<file path="config.mk">
export PLATFORM = sky130hd
export DESIGN_NAME = rgb_pixel_point_effects
export DESIGN_NICKNAME = d
export VERILOG_FILES = /design/src/design/rgbppe_pkg.sv /design/src/design/rgb_pixel_point_effects.sv
export SDC_FILE = /design/constraint.sdc
export NUM_CORES = 2
export LEC_CHECK = 0
export BUFFER_PORTS_ARGS = -buffer_cell sky130_fd_sc_hd__buf_2
export CAP_MARGIN = 20
export CORE_ASPECT_RATIO = 0.7
export CORE_MARGIN = 3
export CORE_UTILIZATION = 59
export CTS_CLUSTER_SIZE = 20
export DETAILED_ROUTE_END_ITERATION = 7
export PLACE_DENSITY_LB_ADDON = 0.12
export SLEW_MARGIN = 20
export SYNTH_ARGS = -nofsm -noshare
export SYNTH_HDL_FRONTEND = slang
export SYNTH_SLANG_ARGS = --single-unit
</file>
<file path="constraint.sdc">
create_clock -name clk -period 7.8 [get_ports clk]
set_input_delay 0.39 -clock clk [delete_from_list [all_inputs] [get_ports clk]]
set_output_delay 0.39 -clock clk [all_outputs]
set_load 0.01 [all_outputs]
</file>
<file path="src/design/rgbppe_pkg.sv">
package rgbppe_pkg;

    // effect codes held in the mode register
    typedef enum logic [1:0] {
        MODE_GRAY     = 2'd0,
        MODE_NEGATIVE = 2'd1,
        MODE_XRAY     = 2'd2,
        MODE_AGED     = 2'd3
    } mode_t;

    localparam int unsigned CHAN_W     = 8;
    localparam int unsigned MODE_W     = 2;
    localparam int unsigned APB_DATA_W = 32;
    localparam int unsigned APB_ADDR_W = 3;

    // word index of the mode register (byte address 0)
    localparam logic REG_MODE_IDX = 1'b0;

    // weighted sum 299r + 587g + 114b, below 2^18
    localparam int unsigned SUM_W = 18;
    localparam logic [SUM_W-1:0] GRAY_WT_R = 18'd299;
    localparam logic [SUM_W-1:0] GRAY_WT_G = 18'd587;
    localparam logic [SUM_W-1:0] GRAY_WT_B = 18'd114;

    // divide by 1000: multiply by ceil(2^28 / 1000), exact for sums below 2^18
    localparam int unsigned GRAY_RCP_W = 19;
    localparam int unsigned GRAY_SHIFT = 28;
    localparam int unsigned GRAY_PROD_W = SUM_W + GRAY_RCP_W;
    localparam logic [GRAY_RCP_W-1:0] GRAY_RCP = 19'd268436;

    // warm channel numerator c(255-c) + 25500 - 100c, below 2^15
    localparam int unsigned WARM_W = 15;
    localparam int unsigned WARM_Q_W = 4;
    localparam int unsigned WARM_RCP_W = 19;
    localparam int unsigned WARM_SHIFT = 30;
    localparam int unsigned WARM_PROD_W = WARM_W + WARM_RCP_W;
    // ceil(2^30 / 2550)
    localparam logic [WARM_RCP_W-1:0] WARM_RCP = 19'd421076;

    // blue numerator 2450b - b*b, below 2^20
    localparam int unsigned BLUE_W = 20;
    localparam int unsigned BLUE_RCP_W = 21;
    localparam int unsigned BLUE_SHIFT = 32;
    localparam int unsigned BLUE_PROD_W = BLUE_W + BLUE_RCP_W;
    // ceil(2^32 / 2550)
    localparam logic [BLUE_RCP_W-1:0] BLUE_RCP = 21'd1684301;

    function automatic logic [WARM_W-1:0] warm_num(input logic [CHAN_W-1:0] c);
        logic [15:0] acc;
        begin
            acc = 16'(c) * (16'd255 - 16'(c)) + 16'd25500 - 16'(c) * 16'd100;
            return acc[WARM_W-1:0];
        end
    endfunction

    function automatic logic [BLUE_W-1:0] blue_num(input logic [CHAN_W-1:0] b);
        begin
            return BLUE_W'(b) * (20'd2450 - BLUE_W'(b));
        end
    endfunction

    // floor(g^1.5); from 41 upwards the value passes 255 and saturates
    function automatic logic [CHAN_W-1:0] xray_lut(input logic [CHAN_W-1:0] g);
        logic [CHAN_W-1:0] y;
        begin
            case (g)
                8'd0:  y = 8'd0;
                8'd1:  y = 8'd1;
                8'd2:  y = 8'd2;
                8'd3:  y = 8'd5;
                8'd4:  y = 8'd8;
                8'd5:  y = 8'd11;
                8'd6:  y = 8'd14;
                8'd7:  y = 8'd18;
                8'd8:  y = 8'd22;
                8'd9:  y = 8'd27;
                8'd10: y = 8'd31;
                8'd11: y = 8'd36;
                8'd12: y = 8'd41;
                8'd13: y = 8'd46;
                8'd14: y = 8'd52;
                8'd15: y = 8'd58;
                8'd16: y = 8'd64;
                8'd17: y = 8'd70;
                8'd18: y = 8'd76;
                8'd19: y = 8'd82;
                8'd20: y = 8'd89;
                8'd21: y = 8'd96;
                8'd22: y = 8'd103;
                8'd23: y = 8'd110;
                8'd24: y = 8'd117;
                8'd25: y = 8'd125;
                8'd26: y = 8'd132;
                8'd27: y = 8'd140;
                8'd28: y = 8'd148;
                8'd29: y = 8'd156;
                8'd30: y = 8'd164;
                8'd31: y = 8'd172;
                8'd32: y = 8'd181;
                8'd33: y = 8'd189;
                8'd34: y = 8'd198;
                8'd35: y = 8'd207;
                8'd36: y = 8'd216;
                8'd37: y = 8'd225;
                8'd38: y = 8'd234;
                8'd39: y = 8'd243;
                8'd40: y = 8'd252;
                default: y = 8'd255;
            endcase
            return y;
        end
    endfunction

endpackage

</file>
<file path="src/design/rgb_pixel_point_effects.sv">
// Point effects on an 8-bit RGB pixel stream: grayscale, negative, x-ray (gray raised
// to the power 1.5, saturated) and an aged look, chosen by the mode register at byte
// address 0 of the APB port (reset value grayscale). One pixel is taken and one pixel
// is returned per clock unless the output stalls, through three register stages
// (weighted sum and channel products, reciprocal multipliers for the constant
// divisions, then table look-up, saturation and effect select in the output register).
// The reciprocal multipliers set the depth of the middle stage. The pipeline fills
// bubbles while the output is stalled, so tready only falls when all three stages
// hold a pixel and the sink is not taking one. The end-of-image flag travels on tlast
// alongside its pixel. Change the mode only while no pixel is in flight.
module rgb_pixel_point_effects
    import rgbppe_pkg::*;
(
    input  logic                  clk,
    input  logic                  rst_n,

    // configuration port
    input  logic                  psel,
    input  logic                  penable,
    input  logic                  pwrite,
    input  logic [APB_ADDR_W-1:0] paddr,
    input  logic [APB_DATA_W-1:0] pwdata,
    output logic [APB_DATA_W-1:0] prdata,
    output logic                  pready,

    // pixel input
    input  logic                  s_axis_tvalid,
    output logic                  s_axis_tready,
    input  logic [3*CHAN_W-1:0]   s_axis_tdata,  // red_in, green_in, blue_in
    input  logic                  s_axis_tlast,  // end_of_image

    // pixel output
    output logic                  m_axis_tvalid,
    input  logic                  m_axis_tready,
    output logic [3*CHAN_W-1:0]   m_axis_tdata,  // red_out, green_out, blue_out
    output logic                  m_axis_tlast   // end_of_image_out
);

    // ------------------------------------------------------------------
    // configuration register
    // ------------------------------------------------------------------
    mode_t mode_reg;
    logic  mode_wr;

    assign pready  = 1'b1;
    assign mode_wr = psel && penable && pwrite && (paddr[2] == REG_MODE_IDX);

    always_ff @(posedge clk or negedge rst_n)
    begin
        if (!rst_n)
        begin
            mode_reg <= MODE_GRAY;
        end
        else if (mode_wr)
        begin
            mode_reg <= mode_t'(pwdata[MODE_W-1:0]);
        end
    end

    // read back: only the mode register answers, the rest read zero
    always_comb
    begin
        prdata = '0;
        if (paddr[2] == REG_MODE_IDX)
        begin
            prdata = APB_DATA_W'(mode_reg);
        end
    end

    // ------------------------------------------------------------------
    // pipeline flow control: a stage loads when empty or when the stage
    // after it loads, so bubbles close up under back-pressure
    // ------------------------------------------------------------------
    logic v1_reg, v2_reg, v3_reg;
    logic load1, load2, load3;

    assign load3 = !v3_reg || m_axis_tready;
    assign load2 = !v2_reg || load3;
    assign load1 = !v1_reg || load2;

    assign s_axis_tready = load1;
    assign m_axis_tvalid = v3_reg;

    always_ff @(posedge clk or negedge rst_n)
    begin
        if (!rst_n)
        begin
            v1_reg <= 1'b0;
            v2_reg <= 1'b0;
            v3_reg <= 1'b0;
        end
        else
        begin
            if (load1)
            begin
                v1_reg <= s_axis_tvalid;
            end
            if (load2)
            begin
                v2_reg <= v1_reg;
            end
            if (load3)
            begin
                v3_reg <= v2_reg;
            end
        end
    end

    // ------------------------------------------------------------------
    // stage 1: weighted sum for gray and numerators for the aged effect
    // ------------------------------------------------------------------
    logic [CHAN_W-1:0] in_r, in_g, in_b;

    assign in_r = s_axis_tdata[CHAN_W-1:0];
    assign in_g = s_axis_tdata[2*CHAN_W-1:CHAN_W];
    assign in_b = s_axis_tdata[3*CHAN_W-1:2*CHAN_W];

    logic [CHAN_W-1:0] p1_r_reg, p1_g_reg, p1_b_reg;
    logic              p1_last_reg;
    logic [SUM_W-1:0]  p1_sum_reg,  p1_sum_next;
    logic [WARM_W-1:0] p1_wr_reg,   p1_wr_next;
    logic [WARM_W-1:0] p1_wg_reg,   p1_wg_next;
    logic [BLUE_W-1:0] p1_bn_reg,   p1_bn_next;

    always_comb
    begin
        p1_sum_next = SUM_W'(in_r) * GRAY_WT_R
                    + SUM_W'(in_g) * GRAY_WT_G
                    + SUM_W'(in_b) * GRAY_WT_B;
        p1_wr_next  = warm_num(in_r);
        p1_wg_next  = warm_num(in_g);
        p1_bn_next  = blue_num(in_b);
    end

    always_ff @(posedge clk)
    begin
        if (load1)
        begin
            p1_r_reg    <= in_r;
            p1_g_reg    <= in_g;
            p1_b_reg    <= in_b;
            p1_last_reg <= s_axis_tlast;
            p1_sum_reg  <= p1_sum_next;
            p1_wr_reg   <= p1_wr_next;
            p1_wg_reg   <= p1_wg_next;
            p1_bn_reg   <= p1_bn_next;
        end
    end

    // ------------------------------------------------------------------
    // stage 2: constant divisions as multiply by reciprocal and shift
    // ------------------------------------------------------------------
    logic [GRAY_PROD_W-1:0] gray_prod;
    logic [WARM_PROD_W-1:0] wr_prod, wg_prod;
    logic [BLUE_PROD_W-1:0] bn_prod;

    logic [CHAN_W-1:0]   p2_r_reg, p2_g_reg, p2_b_reg;
    logic                p2_last_reg;
    logic [CHAN_W-1:0]   p2_gray_reg, p2_gray_next;
    logic [WARM_Q_W-1:0] p2_qr_reg,   p2_qr_next;
    logic [WARM_Q_W-1:0] p2_qg_reg,   p2_qg_next;
    logic [CHAN_W-1:0]   p2_qb_reg,   p2_qb_next;

    always_comb
    begin
        gray_prod    = GRAY_PROD_W'(p1_sum_reg) * GRAY_PROD_W'(GRAY_RCP);
        wr_prod      = WARM_PROD_W'(p1_wr_reg) * WARM_PROD_W'(WARM_RCP);
        wg_prod      = WARM_PROD_W'(p1_wg_reg) * WARM_PROD_W'(WARM_RCP);
        bn_prod      = BLUE_PROD_W'(p1_bn_reg) * BLUE_PROD_W'(BLUE_RCP);
        // gray never exceeds 255, warm quotient 12, blue quotient 219
        p2_gray_next = gray_prod[GRAY_SHIFT +: CHAN_W];
        p2_qr_next   = wr_prod[WARM_SHIFT +: WARM_Q_W];
        p2_qg_next   = wg_prod[WARM_SHIFT +: WARM_Q_W];
        p2_qb_next   = bn_prod[BLUE_SHIFT +: CHAN_W];
    end

    always_ff @(posedge clk)
    begin
        if (load2)
        begin
            p2_r_reg    <= p1_r_reg;
            p2_g_reg    <= p1_g_reg;
            p2_b_reg    <= p1_b_reg;
            p2_last_reg <= p1_last_reg;
            p2_gray_reg <= p2_gray_next;
            p2_qr_reg   <= p2_qr_next;
            p2_qg_reg   <= p2_qg_next;
            p2_qb_reg   <= p2_qb_next;
        end
    end

    // ------------------------------------------------------------------
    // stage 3: x-ray table, aged saturation and effect select
    // ------------------------------------------------------------------
    logic [CHAN_W:0]   aged_r_sum, aged_g_sum;
    logic [CHAN_W-1:0] aged_r, aged_g, xray_val;

    logic [CHAN_W-1:0] out_r_reg, out_r_next;
    logic [CHAN_W-1:0] out_g_reg, out_g_next;
    logic [CHAN_W-1:0] out_b_reg, out_b_next;
    logic              out_last_reg;

    always_comb
    begin
        xray_val   = xray_lut(p2_gray_reg);
        aged_r_sum = {1'b0, p2_r_reg} + (CHAN_W+1)'(p2_qr_reg);
        aged_g_sum = {1'b0, p2_g_reg} + (CHAN_W+1)'(p2_qg_reg);
        aged_r     = aged_r_sum[CHAN_W] ? {CHAN_W{1'b1}} : aged_r_sum[CHAN_W-1:0];
        aged_g     = aged_g_sum[CHAN_W] ? {CHAN_W{1'b1}} : aged_g_sum[CHAN_W-1:0];

        case (mode_reg)
            MODE_GRAY:
            begin
                out_r_next = p2_gray_reg;
                out_g_next = p2_gray_reg;
                out_b_next = p2_gray_reg;
            end
            MODE_NEGATIVE:
            begin
                out_r_next = ~p2_r_reg;
                out_g_next = ~p2_g_reg;
                out_b_next = ~p2_b_reg;
            end
            MODE_XRAY:
            begin
                out_r_next = xray_val;
                out_g_next = xray_val;
                out_b_next = xray_val;
            end
            default:
            begin
                // aged
                out_r_next = aged_r;
                out_g_next = aged_g;
                out_b_next = p2_qb_reg;
            end
        endcase
    end

    always_ff @(posedge clk)
    begin
        if (load3)
        begin
            out_r_reg    <= out_r_next;
            out_g_reg    <= out_g_next;
            out_b_reg    <= out_b_next;
            out_last_reg <= p2_last_reg;
        end
    end

    assign m_axis_tdata = {out_b_reg, out_g_reg, out_r_reg};
    assign m_axis_tlast = out_last_reg;

endmodule

</file>
* Word-level counts from Yosys, hierarchy flattened *
Memories as Yosys holds them, arrays and structs flattened. A register that Yosys moved wholly into a read port is not among the register bits.
Cells that the tools add are included.

word-level totals
  bits of input ports = 67
  register bits after elaboration = 172
  bits in read-only memories = 512
  memories = 1

operators by class
  mux-type cells = 8
  $mul = 12
  reduce and logical (&&, ||, !) cells = 11
  bitwise gates (word level) = 4
  add/subtract/negate cells = 11
  equal/unequal tests = 2

memory list
  memory           words  bits a word  rd ports  clocked after Yosys merged registers in  write ports  line              source
  (no name shown)  64     8            1         1                                        0            rgbppe_pkg.sv:66  case (g)

operators by type and width
  cell                    count
  $pmux 8 s3              3
  $mul 15x17->32 const B  2
  $mul 20x21->40 const B  1
  $mul 18x17->34 const B  1
  $add 15x15->15 const B  2
  $mul 9x9->15            2
  $sub 15x15->15          2
  $mul 8x5->13 const B    2
  $mux 8                  3
  $not 8->8               3
  $mul 9x13->20           1
  $add 17x18->18          1
  $add 18x15->18          1
  $add 8x4->9             2
  $mul 8x10->18 const B   1
  $sub 8x8->9 const A     2
  $mul 8x9->17 const B    1
  $mul 8x6->14 const B    1
  $sub 12x8->13 const A   1
  $mux 6                  1
  $logic_not 2->1         2
  $logic_and 1x1->1       3
  $logic_not 1->1         3
  $logic_or 1x1->1        3
  4 further kinds         4

* Logic depth before layout (Yosys ltp) *
  word-level depth = 4
  gate-level depth with buffers = 27
  depth with buffers taken out = 27

* Worst setup path after synthesis *
Ideal clock, no wire load.

  kind = input to register
  start point = input s_axis_tdata[16]
  end point = register p1_sum_reg[17], data pin
  stages = 25
  library setup time = 260 ps
  setup slack = 1612 ps
  arrival = 5928 ps
  cell sequence = fa_1 inv_1 fa_1 inv_1 ha_1 ha_1 inv_1 fa_1 xnor2_1 ha_1 inv_1 fa_1 inv_1 fa_1 inv_1 fa_1 inv_1 ha_1 and3_1 a21oi_1 o21ai_0 o41ai_1 o2111ai_1 a21oi_1 xnor2_1

between the ends
  word-level cells in the longest chain between the ends = 2

ends and longest elaborated chain
  what                  line                            source
  start, declared       rgb_pixel_point_effects.sv:29   input logic [3*CHAN_W-1:0] s_axis_tdata,
  $mul 8x6->14          rgb_pixel_point_effects.sv:129  + SUM_W'(in_b) * GRAY_WT_B;
  $add 18x15->18        rgb_pixel_point_effects.sv:129
  net p1_sum_next[17]   rgb_pixel_point_effects.sv:120  logic [SUM_W-1:0] p1_sum_reg, p1_sum_next;
  end signal, assigned  rgb_pixel_point_effects.sv:143  p1_sum_reg <= p1_sum_next;
  end, declared         rgb_pixel_point_effects.sv:120

The timed path passes the listed nets, and every way through them passes these cells.
A chain may end at the register's enable or synchronous reset.

* Final worst setup path *
  start point = input s_axis_tdata[17]
  end point = register p1_sum_reg[17], data pin

The elaborated chain is that of the path after synthesis.

==> run_results.csv <==
group,metric,value,unit
global_route,antenna_found_initial,1,
yosys,async_flop_share,2.84,%
global_route,grt_pass1_wl,135000,um
yosys,syn_avg_cell_area,10.3,um2
clock_tree,htreeDepth,4,
yosys,yosysSeqAreaShare,13.9,%
final_layout,fillers,5201,
timing,finalSetupTns,0,ns
yosys,synth.area.top_cells,"ha_1, fa_1, edfxtp_1",
drt,drc,0,
global_route,grtUsageMet1,43.6,%
drt,drt_iter0_markers,1578,
yosys,synth_top_area_share,30.7,%
final_layout,synthToLayoutAreaGrowth,4.98,%
yosys,synth_area,37300,um2
global_route,grt_pass1_vias,24400,
setup_path,startpoint_type,"primary input",
worst_hold_path,min_path_type,"in -> reg",
floorplan,dieArea,66200,um2
floorplan,ios,127,
global_route,grt_use_met3,4.12,%
global_route,grt_use_total,26.1,%
flow_run,maxCapViolCount,0,
timing,slew_violations,0,
placed_design,io_buffers,63,
drt,drt_wl_total,83200,um
yosys,ys_types,85,
floorplan,fp.dieH,216,um
setup_path,worst-path-buf-inv,8,
global_route,globalRouteOverflowTotal,0,
setup_path,cp_common_cell,"inv_1",
timing,worstMarginPinSlew,1.09,ns
yosys,netlist_instances,3629,
timing,max_freq,0.151,GHz
clock_tree,clkTransAtPathRegs,0.07,ns
clock_tree,cts_setup_buffers,0,
clock_tree,cts_tree,"built",
placed_design,placed_cells,4506,
timing,final.min_clock_period,6.61,ns
clock_tree,insertion_delay,0.47,ns
setup_path,cp_top_family,"adder cells",
final_layout,n_antenna_cell,0,
yosys,synth_edf_count,163,
drt,vias,24200,
run_status,status,"completed",
setup_path,path_max_fanout,13,
timing,hold_viol,0,
drt,wire_per_inst,18.3,um
floorplan,core-area,62000,um2
setup_path,slowest_delay,0.65,ns
timing,finalClockSkew,0.0246,ns
floorplan,die_x,306,um
setup_path,critical_path_required,8.01,ns
timing,rsz0062_at_grt,"false",
global_route,busiest_layer,"met1",
placed_design,dp_hpwl,72100,um
timing,setup_violations,0,
clock_tree,cts_buffers,17,
clock_tree,cts.sink_count,176,
floorplan,initial_core_util,60.1,%
drt,viasPerCell,5.34,
floorplan,rows,76,
clock_tree,cts_root_buf,"clkbuf_16",
final_layout,drive_above_1_share,3.90,%
final_layout,post_layout_nonfiller_instances,4539,
clock_tree,clk_path_buf_depth,2,
setup_path,endpoint_kind,"register",
yosys,yosys_warnings,0,
final_layout,final_cell_mix,"inv_1, ha_1, fa_1, nor2_1, edfxtp_1",
timing,finalCritPeriodShare,84.7,%
yosys,dominantRegCellSynth,"edfxtp_1",
global_route,grt_max_degree,56,
setup_path,crit_type,"in -> reg",
global_route,grt_util_met2,36.3,%
placed_design,globalplace.congestion,0.943,
yosys,synth.largest_area_cell,"ha_1",
final_layout,nets,5223,
setup_path,slowest_stage,"o41ai_1",
drt,dr.pass1.iters,5,
timing,relSlewSlack,26.7,%
setup_path,arrival,6.81,ns
drt,antenna_left,0,
final_layout,final_common_cell,"inv_1",
yosys,ys_ff_latch,176,
[repair_timing]
action | in CTS | in global routing
endpoints found under the hold margin | 5 | 0
resized for setup | 0 | 0
hold buffers | 1 | 0
[routing by layer]
| metal | vias up | wire (um) |
|---|---|---|
| met5 | - | 0 |
| li1 | 11700 | - |
| met3 | 36 | 5640 |
| met2 | 633 | 32900 |
| met1 | 11800 | 44100 |
| met4 | 0 | 591 |
[logic make-up (layout without fill, tap and decap cells)]
family                   count (synthesis)  in the layout  share of synthesized area (%)
flip-flops                             176            176                           13.9
other                                    2             33                         0.0202
AO/OA/AOI/OAI                          401            401                           7.23
adder cells (fa/ha/maj)               1449           1449                           59.4
XOR/XNOR                               130            130                           3.08
buffers and inverters                 1047           1107                           10.9
multiplexers                             3              3                         0.0873
AND/OR/NAND/NOR                        421            421                           5.32
[synth_stat cells (4+ instances only)]
cell type  count
inv_1        988
edfxtp_1     163
a21oi_1      116
a211o_1        6
fa_1         535
xnor2_1      102
a31oi_1       10
and3_1         5
o21bai_1      22
clkinv_1       7
a21o_1        60
a21boi_0       6
nand2_1       85
and2_1        14
o22a_1         6
buf_2          6
or3_1          4
and4_1         4
o31ai_1        5
dfrtp_1        5
a211oi_1       9
nand2b_1      25
a21oi_2        4
or2_2          8
ha_1         914
a31o_2         5
o21ai_0       76
nor3_1        25
xor2_1        27
buf_4         31
o21a_1        13
nand3b_1       6
dfxtp_1        8
nor2b_1       13
clkbuf_1      11
nor2_1       169
o211ai_1       5
nand4_1       20
nand3_1       29
[cell type report]
type	count	area (um2)	area share (%)
inverter	996	3740	9.56
clock buffer	18	429	1.10
multi-input combinational	2437	28100	71.9
clock inverter	14	171	0.438
timing repair buffer	79	438	1.12
sequential	176	5180	13.2
tap	819	1020	2.62
[through the flow]
| step | utilization, % | worst slack, ns | hold WS [ns] | instance area, um2 |
|---|---|---|---|---|
| after floorplan | - | 1.61 | 0.0944 | 37400 |
| after global placement | 62.1 | 0.846 | 0.209 | 38500 |
| after detailed placement | 62.1 | 0.798 | 0.211 | 38500 |
| after CTS | 63.1 | 1.24 | 0.0913 | 39100 |
| after global routing | 63.1 | 0.801 | 0.0942 | 39100 |
| final | 63.1 | 1.19 | 0.115 | 39100 |
[path summary, 6_finish.rpt]
path | from | to | slack [ns] | cells past startpoint
min in group asynchronous | rst_n | mode_reg[1] | 0.30 | 2
max in group asynchronous | rst_n | m_axis_tvalid | 7.37 | 2
hold reg to reg | p1_r_reg[6] | p2_r_reg[6] | 0.42 | 0
setup / recovery | s_axis_tdata[17] | p1_sum_reg[17] | 1.19 | 25
setup reg to reg | p1_sum_reg[6] | register | 1.24 | 23
hold / removal | s_axis_tlast | p1_last_reg | 0.12 | 1
Power is not shown: default switching activity piles up to over one toggle a cycle in this logic, so the estimate is an artifact.
